## src/rtl/keyed_station_inventory_table_defines.svh

```systemverilog
// Assertion macros shared by the keyed station inventory table.
// Depends on nothing; included by the top level.
`ifndef KEYED_STATION_INVENTORY_TABLE_DEFINES_SVH
`define KEYED_STATION_INVENTORY_TABLE_DEFINES_SVH

// Same-cycle implication under a synchronous reset.
`define KSIT_ASSERT_IMP(lbl, clk, rst, ante, cons, msg) \
   lbl: assert property (@(posedge clk) disable iff (rst) (ante) |-> (cons)) else $error(msg);

// Next-cycle implication under a synchronous reset.
`define KSIT_ASSERT_NXT(lbl, clk, rst, ante, cons, msg) \
   lbl: assert property (@(posedge clk) disable iff (rst) (ante) |=> (cons)) else $error(msg);

`endif

```

## src/rtl/ksit_pkg.sv

```systemverilog
// Package of the keyed station inventory table: codes, sizes and the
// command and status structs between controller and datapath. No dependencies.
package ksit_pkg;

   localparam int MAX_STATIONS_DEF = 16;
   localparam int MAX_ITEMS_DEF    = 16;
   localparam int RESULT_CAP       = 16;

   localparam logic [3:0] OP_CLEAR   = 4'd0;
   localparam logic [3:0] OP_REG     = 4'd1;
   localparam logic [3:0] OP_GET     = 4'd2;
   localparam logic [3:0] OP_ITER    = 4'd3;
   localparam logic [3:0] OP_COUNT   = 4'd4;
   localparam logic [3:0] OP_INV_GET = 4'd5;
   localparam logic [3:0] OP_INV_ADD = 4'd6;
   localparam logic [3:0] OP_INV_REM = 4'd7;
   localparam logic [3:0] OP_INV_LST = 4'd8;

   localparam logic [2:0] ST_OK       = 3'd0;
   localparam logic [2:0] ST_INVARG   = 3'd1;
   localparam logic [2:0] ST_INVDATA  = 3'd2;
   localparam logic [2:0] ST_DUP      = 3'd3;
   localparam logic [2:0] ST_NOTFOUND = 3'd4;
   localparam logic [2:0] ST_OVERFLOW = 3'd5;
   localparam logic [2:0] ST_INSUFF   = 3'd6;
   localparam logic [2:0] ST_FULL     = 3'd7;

   localparam logic [2:0] IX_HOLD   = 3'd0;
   localparam logic [2:0] IX_ZERO   = 3'd1;
   localparam logic [2:0] IX_INC    = 3'd2;
   localparam logic [2:0] IX_DEC    = 3'd3;
   localparam logic [2:0] IX_ICOUNT = 3'd4;

   localparam logic [1:0] RD_IDX  = 2'd0;
   localparam logic [1:0] RD_PREV = 2'd1;
   localparam logic [1:0] RD_NEXT = 2'd2;

   localparam logic [1:0] WS_COPY = 2'd0;
   localparam logic [1:0] WS_UPD  = 2'd1;
   localparam logic [1:0] WS_NEW  = 2'd2;

   localparam logic [1:0] K_STATUS  = 2'd0;
   localparam logic [1:0] K_STATION = 2'd1;
   localparam logic [1:0] K_ITEM    = 2'd2;

   localparam logic [1:0] T_NONE     = 2'd0;
   localparam logic [1:0] T_STATIONS = 2'd1;
   localparam logic [1:0] T_ITEMS    = 2'd2;

   localparam logic [1:0] Q_MEM  = 2'd0;
   localparam logic [1:0] Q_UPD  = 2'd1;
   localparam logic [1:0] Q_AMT  = 2'd2;
   localparam logic [1:0] Q_ZERO = 2'd3;

   typedef struct packed {
      logic       load;
      logic       clear;
      logic [2:0] idx_op;
      logic       set_pos;
      logic       found_val;
      logic       set_ifound;
      logic       ifound_val;
      logic       set_ipos;
      logic       s_insert;
      logic       mem_rd;
      logic [1:0] rd_sel;
      logic       mem_wr;
      logic [1:0] wr_sel;
      logic       items_inc;
      logic       items_dec;
      logic       emit;
      logic [1:0] kind;
      logic [1:0] tot_sel;
      logic [1:0] qsel;
      logic [2:0] rstatus;
      logic       last;
   } ksit_cmd_type;

   typedef struct packed {
      logic [3:0] opcode;
      logic       sk_zero;
      logic       bk_zero;
      logic       rk_zero;
      logic       amt_pos;
      logic       s_empty;
      logic       s_full;
      logic       s_end;
      logic       s_eq;
      logic       s_gt;
      logic       found;
      logic       s_last;
      logic       i_end;
      logic       i_eq;
      logic       i_gt;
      logic       ifound;
      logic       i_full;
      logic       add_ovf;
      logic       rem_short;
      logic       rem_zero;
      logic       idx_gt_ipos;
      logic       dn_more;
      logic       l_none;
      logic       l_last;
   } ksit_stat_type;

endpackage

```

## src/rtl/ksit_ctrl.sv

```systemverilog
// Controller state machine of the keyed station inventory table.
// Depends on ksit_pkg; drives ksit_dpath through command and status structs.
module ksit_ctrl (
   input  logic                   clock,
   input  logic                   reset,
   input  logic                   start,
   output logic                   busy,
   input  ksit_pkg::ksit_stat_type stat,
   output ksit_pkg::ksit_cmd_type  cmd
);

   localparam logic [3:0] S_IDLE   = 4'd0;
   localparam logic [3:0] S_DECODE = 4'd1;
   localparam logic [3:0] S_SSRCH  = 4'd2;
   localparam logic [3:0] S_SDONE  = 4'd3;
   localparam logic [3:0] S_ITER   = 4'd4;
   localparam logic [3:0] S_IRD    = 4'd5;
   localparam logic [3:0] S_ICK    = 4'd6;
   localparam logic [3:0] S_IDONE  = 4'd7;
   localparam logic [3:0] S_UPRD   = 4'd8;
   localparam logic [3:0] S_UPWR   = 4'd9;
   localparam logic [3:0] S_DNRD   = 4'd10;
   localparam logic [3:0] S_DNWR   = 4'd11;
   localparam logic [3:0] S_LSTART = 4'd12;
   localparam logic [3:0] S_LRD    = 4'd13;
   localparam logic [3:0] S_LEM    = 4'd14;

   logic [3:0] state_ff, state_in;

   assign busy = (state_ff != S_IDLE);

   always_ff @(posedge clock) begin
      if (reset) begin
         state_ff <= S_IDLE;
      end else begin
         state_ff <= state_in;
      end
   end

   always_comb begin
      state_in = state_ff;
      cmd = '0;
      cmd.idx_op = ksit_pkg::IX_HOLD;
      cmd.kind = ksit_pkg::K_STATUS;
      cmd.tot_sel = ksit_pkg::T_NONE;
      cmd.rstatus = ksit_pkg::ST_OK;
      unique case (state_ff)
         S_IDLE: begin
            if (start) begin
               cmd.load = 1'b1;
               cmd.idx_op = ksit_pkg::IX_ZERO;
               state_in = S_DECODE;
            end
         end
         S_DECODE: begin
            state_in = S_IDLE;
            cmd.emit = 1'b1;
            cmd.last = 1'b1;
            unique case (stat.opcode)
               ksit_pkg::OP_CLEAR: begin
                  cmd.clear = 1'b1;
               end
               ksit_pkg::OP_REG: begin
                  if (stat.sk_zero || stat.bk_zero) begin
                     cmd.rstatus = ksit_pkg::ST_INVDATA;
                  end else begin
                     cmd.emit = 1'b0;
                     state_in = S_SSRCH;
                  end
               end
               ksit_pkg::OP_GET: begin
                  cmd.emit = 1'b0;
                  state_in = S_SSRCH;
               end
               ksit_pkg::OP_ITER: begin
                  if (!stat.s_empty) begin
                     cmd.emit = 1'b0;
                     state_in = S_ITER;
                  end
               end
               ksit_pkg::OP_COUNT: begin
                  cmd.tot_sel = ksit_pkg::T_STATIONS;
               end
               ksit_pkg::OP_INV_GET, ksit_pkg::OP_INV_ADD, ksit_pkg::OP_INV_REM: begin
                  priority if (stat.sk_zero || stat.rk_zero) begin
                     cmd.rstatus = ksit_pkg::ST_INVARG;
                  end else if (stat.opcode != ksit_pkg::OP_INV_GET && !stat.amt_pos) begin
                     cmd.rstatus = ksit_pkg::ST_INVDATA;
                  end else begin
                     cmd.emit = 1'b0;
                     state_in = S_SSRCH;
                  end
               end
               ksit_pkg::OP_INV_LST: begin
                  if (stat.sk_zero) begin
                     cmd.rstatus = ksit_pkg::ST_INVARG;
                  end else begin
                     cmd.emit = 1'b0;
                     state_in = S_SSRCH;
                  end
               end
               default: begin
                  cmd.rstatus = ksit_pkg::ST_INVARG;
               end
            endcase
         end
         S_SSRCH: begin
            priority if (stat.s_end || stat.s_gt) begin
               cmd.set_pos = 1'b1;
               state_in = S_SDONE;
            end else if (stat.s_eq) begin
               cmd.set_pos = 1'b1;
               cmd.found_val = 1'b1;
               state_in = S_SDONE;
            end else begin
               cmd.idx_op = ksit_pkg::IX_INC;
            end
         end
         S_SDONE: begin
            state_in = S_IDLE;
            cmd.emit = 1'b1;
            cmd.last = 1'b1;
            priority if (stat.opcode == ksit_pkg::OP_REG) begin
               priority if (stat.found) begin
                  cmd.rstatus = ksit_pkg::ST_DUP;
               end else if (stat.s_full) begin
                  cmd.rstatus = ksit_pkg::ST_FULL;
               end else begin
                  cmd.s_insert = 1'b1;
               end
            end else if (!stat.found) begin
               cmd.rstatus = ksit_pkg::ST_NOTFOUND;
            end else if (stat.opcode == ksit_pkg::OP_GET) begin
               cmd.kind = ksit_pkg::K_STATION;
            end else begin
               cmd.emit = 1'b0;
               cmd.idx_op = ksit_pkg::IX_ZERO;
               state_in = (stat.opcode == ksit_pkg::OP_INV_LST) ? S_LSTART : S_IRD;
            end
         end
         S_ITER: begin
            cmd.emit = 1'b1;
            cmd.kind = ksit_pkg::K_STATION;
            cmd.tot_sel = ksit_pkg::T_STATIONS;
            cmd.last = stat.s_last;
            if (stat.s_last) begin
               state_in = S_IDLE;
            end else begin
               cmd.idx_op = ksit_pkg::IX_INC;
            end
         end
         S_IRD: begin
            if (stat.i_end) begin
               cmd.set_ifound = 1'b1;
               state_in = S_IDONE;
            end else begin
               cmd.mem_rd = 1'b1;
               cmd.rd_sel = ksit_pkg::RD_IDX;
               state_in = S_ICK;
            end
         end
         S_ICK: begin
            priority if (stat.i_eq) begin
               cmd.set_ifound = 1'b1;
               cmd.ifound_val = 1'b1;
               state_in = S_IDONE;
            end else if (stat.i_gt) begin
               cmd.set_ifound = 1'b1;
               state_in = S_IDONE;
            end else begin
               cmd.idx_op = ksit_pkg::IX_INC;
               state_in = S_IRD;
            end
         end
         S_IDONE: begin
            state_in = S_IDLE;
            cmd.emit = 1'b1;
            cmd.last = 1'b1;
            cmd.kind = ksit_pkg::K_ITEM;
            priority if (stat.opcode == ksit_pkg::OP_INV_GET) begin
               cmd.qsel = ksit_pkg::Q_MEM;
               if (!stat.ifound) begin
                  cmd.kind = ksit_pkg::K_STATUS;
                  cmd.rstatus = ksit_pkg::ST_NOTFOUND;
               end
            end else if (stat.opcode == ksit_pkg::OP_INV_ADD) begin
               priority if (stat.ifound && stat.add_ovf) begin
                  cmd.kind = ksit_pkg::K_STATUS;
                  cmd.rstatus = ksit_pkg::ST_OVERFLOW;
               end else if (stat.ifound) begin
                  cmd.mem_wr = 1'b1;
                  cmd.wr_sel = ksit_pkg::WS_UPD;
                  cmd.qsel = ksit_pkg::Q_UPD;
               end else if (stat.i_full) begin
                  cmd.kind = ksit_pkg::K_STATUS;
                  cmd.rstatus = ksit_pkg::ST_FULL;
               end else begin
                  cmd.emit = 1'b0;
                  cmd.set_ipos = 1'b1;
                  cmd.idx_op = ksit_pkg::IX_ICOUNT;
                  state_in = S_UPRD;
               end
            end else begin
               priority if (!stat.ifound || stat.rem_short) begin
                  cmd.kind = ksit_pkg::K_STATUS;
                  cmd.rstatus = ksit_pkg::ST_INSUFF;
               end else if (stat.rem_zero) begin
                  cmd.emit = 1'b0;
                  state_in = S_DNRD;
               end else begin
                  cmd.mem_wr = 1'b1;
                  cmd.wr_sel = ksit_pkg::WS_UPD;
                  cmd.qsel = ksit_pkg::Q_UPD;
               end
            end
         end
         S_UPRD: begin
            if (stat.idx_gt_ipos) begin
               cmd.mem_rd = 1'b1;
               cmd.rd_sel = ksit_pkg::RD_PREV;
               state_in = S_UPWR;
            end else begin
               cmd.mem_wr = 1'b1;
               cmd.wr_sel = ksit_pkg::WS_NEW;
               cmd.items_inc = 1'b1;
               cmd.emit = 1'b1;
               cmd.last = 1'b1;
               cmd.kind = ksit_pkg::K_ITEM;
               cmd.qsel = ksit_pkg::Q_AMT;
               state_in = S_IDLE;
            end
         end
         S_UPWR: begin
            cmd.mem_wr = 1'b1;
            cmd.wr_sel = ksit_pkg::WS_COPY;
            cmd.idx_op = ksit_pkg::IX_DEC;
            state_in = S_UPRD;
         end
         S_DNRD: begin
            if (stat.dn_more) begin
               cmd.mem_rd = 1'b1;
               cmd.rd_sel = ksit_pkg::RD_NEXT;
               state_in = S_DNWR;
            end else begin
               cmd.items_dec = 1'b1;
               cmd.emit = 1'b1;
               cmd.last = 1'b1;
               cmd.kind = ksit_pkg::K_ITEM;
               cmd.qsel = ksit_pkg::Q_ZERO;
               state_in = S_IDLE;
            end
         end
         S_DNWR: begin
            cmd.mem_wr = 1'b1;
            cmd.wr_sel = ksit_pkg::WS_COPY;
            cmd.idx_op = ksit_pkg::IX_INC;
            state_in = S_DNRD;
         end
         S_LSTART: begin
            if (stat.l_none) begin
               cmd.emit = 1'b1;
               cmd.last = 1'b1;
               cmd.tot_sel = ksit_pkg::T_ITEMS;
               state_in = S_IDLE;
            end else begin
               state_in = S_LRD;
            end
         end
         S_LRD: begin
            cmd.mem_rd = 1'b1;
            cmd.rd_sel = ksit_pkg::RD_IDX;
            state_in = S_LEM;
         end
         S_LEM: begin
            cmd.emit = 1'b1;
            cmd.kind = ksit_pkg::K_ITEM;
            cmd.qsel = ksit_pkg::Q_MEM;
            cmd.tot_sel = ksit_pkg::T_ITEMS;
            cmd.last = stat.l_last;
            if (stat.l_last) begin
               state_in = S_IDLE;
            end else begin
               cmd.idx_op = ksit_pkg::IX_INC;
               state_in = S_LRD;
            end
         end
         default: begin
            state_in = S_IDLE;
         end
      endcase
   end

endmodule

```

## config.mk

```make
export PLATFORM = sky130hd
export DESIGN_NAME = ksit_ctrl
export DESIGN_NICKNAME = d
export VERILOG_FILES = /design/src/rtl/keyed_station_inventory_table_defines.svh /design/src/rtl/ksit_pkg.sv /design/src/rtl/ksit_ctrl.sv
export SDC_FILE = /design/constraint.sdc
export NUM_CORES = 1
export LEC_CHECK = 0
export ABC_AREA = 1
export BUFFER_PORTS_ARGS = -buffer_cell sky130_fd_sc_hd__buf_4
export CORE_UTILIZATION = 49
export DETAILED_ROUTE_END_ITERATION = 12
export PLACE_DENSITY = 0.91
export SYNTH_ARGS = -nofsm -noshare
export SYNTH_HDL_FRONTEND = slang
export SYNTH_SLANG_ARGS = --single-unit
```

## constraint.sdc

```tcl
create_clock -name clock -period 3.1 [get_ports clock]
set_input_delay 0.465 -clock clock [delete_from_list [all_inputs] [get_ports clock]]
set_output_delay 0.465 -clock clock [all_outputs]
set_load 0.01 [all_outputs]
```

==> impl_metrics.py <==
metrics = {
    "cts": {
        "cts_buffers": 3,
        "cts_tree": "built",
        "htree_levels": 1,
        "path_clk_slew_ns": 0.04,
        "postCtsHoldBufs": 0,
        "cts_setup_buffers": 0,
        "cts_resized": 0,
        "insertion_delay_ns": 0.23,
        "clock_sinks": 4,
        "max-clock-path-buffers": 2,
        "cts-root-buf": "clkbuf_4",
    },
    "cells_and_area": {
        "syn_to_final_growth_pct": 44.5,
        "largest_reg_flops": 4,
        "nets": 318,
        "reg_top3": "state_ff: 4 flops",
        "utilization_pct": 78.6,
        "drive_above_1_share_pct": 32.2,
        "final_area_um2": 1620,
        "diodes": 0,
        "fill_cells": 166,
        "multi_input_area_um2": 875,
        "finalNonFillerCells": 313,
        "regArea_um2": 80.1,
        "top_register": "state_ff",
    },
    "placement": {
        "dp_cells": 310,
        "port_buffers": 60,
        "place_ws_ns": 0.994,
        "dpl_cell_area_um2": 1600,
        "globalplace.congestion": 0.917,
        "place_hpwl_um": 2990,
    },
    "worst_hold_path": {
        "min_from": "reset",
        "worstHoldPathCells": 2,
        "hold_end": "state_ff[1]",
        "hp-class": "primary input to flip-flop",
    },
    "global_route": {
        "grt_overflow": 0,
        "grt_util_all_layers_pct": 30.2,
        "grt_pass1_wl_um": 5940,
        "use_met3_pct": 2.78,
        "grt.busiest_layer": "met2",
        "grt_max_degree": 9,
        "antenna_found_initial": 0,
        "grt_pass1_vias": 1425,
        "met2_usage_pct": 54.1,
        "grt_use_met1_pct": 38.9,
    },
    "worst_setup_path": {
        "crit_path_end_kind": "output pin",
        "cp_data_arrival_time_ns": 1.80,
        "rr_startpoint": "state_ff[2]",
        "r2r_slack_ns": 1.61,
        "timing.rr.end": "state_ff[3]",
        "cp_data_required_time_ns": 2.63,
        "crit_top_cell": "nand2_1",
        "cp_top_family": "simple AND/OR/NAND/NOR gates",
        "r2r_cells": 9,
        "critical_path.slowest_cell": "dfxtp_1",
        "crit_path_max_incr_delay_ns": 0.51,
        "crit_fanout": 6,
        "worstSetupStartpointType": "flip-flop",
        "worstPathCellList": "inv_2, nand2_1, nor2_1, nand2_1, nand2_2, nor2_1, nand2_1, nor2_1, nand2_1, buf_4",
        "crit_type": "flip-flop to output pin",
        "cp_num_buf_inv": 2,
    },
    "detailed_routing": {
        "totalWireLength_um": 3500,
        "vias": 1625,
        "drc_errors": 0,
        "avgRoutedWirePerCell_um": 11.2,
        "drt-initial-drc-count": 84,
        "ant_nets": 0,
        "avgViaCountPerCell": 5.19,
        "dr.pass1.iters": 5,
    },
    "sta": {
        "post-route-period-util_pct": 73.0,
        "final_hold_viol_count": 0,
        "fmax_mhz": 442,
        "finalCriticalPeriod_ns": 2.26,
        "finalClockSkew_ns": 0.00327,
        "finalMaxSlewViolations": 0,
        "final.setup.tns_ns": 0,
        "rsz0062_at_grt": "false",
        "max_slew_margin_pct": 75.9,
        "holdWs_ns": 0.413,
        "tightest_slew_ns": 0.358,
        "finalSetupViolations": 0,
        "worst_slack_ns": 0.838,
    },
    "die": {
        "die_area_um2": 2480,
        "num_rows": 16,
        "io_pins": 61,
        "die_h_um": 49.8,
        "start_util_pct": 54.4,
        "coreArea_um2": 2060,
        "fp.dieW_um": 49.8,
    },
    "power_and_ir_drop": {
        "p_int_mw": 0.158,
        "pwr-share-seq_pct": 22.7,
        "powerDensity_nw_per_um2": 160,
        "pwr-share-clk_pct": 24.7,
        "p_leak_nw": 1.00,
        "switching_power_mw": 0.101,
        "p_total_mw": 0.259,
        "vdd_drop_max_uv": 208,
        "combPwrFrac_pct": 52.6,
        "p_sw_share_pct": 38.9,
    },
    "logic_synthesis": {
        "synth_compound_area_share_pct": 14.5,
        "synth_top_family_by_area": "simple AND/OR/NAND/NOR gates",
        "synth_area_per_cell_um2": 5.00,
        "synth_seq_cells": 4,
        "synthFlopType": "dfxtp_1",
        "synth_edf_count": 0,
        "synth_xor_xnor_area_share_pct": 0,
        "synth.top_cell.area_share_pct": 22.4,
        "synth_warnings": 0,
        "synthTopCellsByCount": "nand2_1 (67), nor2_1 (37), inv_1 (36)",
        "synth_nets": 254,
        "synthSimpleGateAreaFrac_pct": 63.5,
        "post-synth-top-count-cell": "nand2_1",
        "ys_async_sr_fraction_pct": 0,
        "synth_area_leaders": "nand2_1 (22%), nor2_1 (12%), inv_1 (12%)",
        "synth_cell_types": 32,
        "muxShareOfSynthArea_pct": 0,
        "synth_seq_area_share_pct": 7.14,
        "synth_top_cell_by_area": "nand2_1",
        "synthCells": 224,
        "synthAdderAreaFrac_pct": 0,
        "synth_area_um2": 1120,
    },
    "run": {
        "maxCapViolCount": 0,
    },
    "status": {
        "status": "completed",
    },
}
==> routing by layer <==
layer / vias to the layer above / share of wire (%) / wire (µm)
met1: 695 / 45 / 1570
met4: 0 / 0.63 / 22
li1: 835 / - / -
met3: 4 / 7.4 / 258
met2: 91 / 47 / 1650
met5: - / 0 / 0
==> power groups by stage <==
stage	combinational [mW]	sequential (mW)	clock, mW
2_1_floorplan	0.0710	0.0586	0
3_3_place_gp	0.132	0.0596	0
3_5_place_dp	0.134	0.0596	0
4_1_cts	0.135	0.0587	0.0656
5_1_grt	0.152	0.0591	0.0711
6_report	0.136	0.0588	0.0639
==> layout by cell type (no fill, tap or decap), types with 2 or more instances in the layout <==
| master | Yosys | final |
|---|---|---|
| a21oi_1 | 3 | 3 |
| buf_4 | 1 | 60 |
| clkbuf_4 | 0 | 3 |
| dfxtp_1 | 4 | 4 |
| inv_1 | 36 | 36 |
| inv_2 | 5 | 5 |
| nand2_1 | 67 | 67 |
| nand2_2 | 4 | 4 |
| nand3_1 | 16 | 16 |
| nand3b_1 | 3 | 3 |
| nor2_1 | 37 | 37 |
| nor2_2 | 6 | 6 |
| nor2_4 | 6 | 6 |
| nor3_1 | 7 | 7 |
| o211ai_1 | 2 | 2 |
| o21ai_0 | 8 | 8 |
| o21ai_2 | 2 | 2 |
| o22ai_1 | 2 | 2 |
==> how the worst max path moves through the flow <==
stage                            from      end  slack, ns  cells past startpoint
after CTS                 state_ff[2]  cmd[10]       0.86                     10
after global routing      state_ff[2]  cmd[10]       0.71                     10
after global placement       stat[26]  cmd[10]       1.02                     12
after floorplan              stat[23]   cmd[3]       1.37                      7
after detailed placement     stat[26]  cmd[10]       0.99                     12
final                     state_ff[2]  cmd[10]       0.84                     10
==> logic make-up (layout without fill, tap and decap cells) <==
group / count (synthesis) / count (layout)
buffers and inverters: 43 / 105
flip-flops: 4 / 4
AND/OR/NAND/NOR: 153 / 153
AO/OA/AOI/OAI: 24 / 24
==> final cells by class <==
cell class	instances	share of cell area, %
flip-flops and latches	4	4.94
clock buffers	3	1.39
inverters	42	9.81
repair buffers	60	27.8
well taps	27	2.08
multi-input cells	177	54.0
Note: power is estimated with default switching activity, not from simulation.
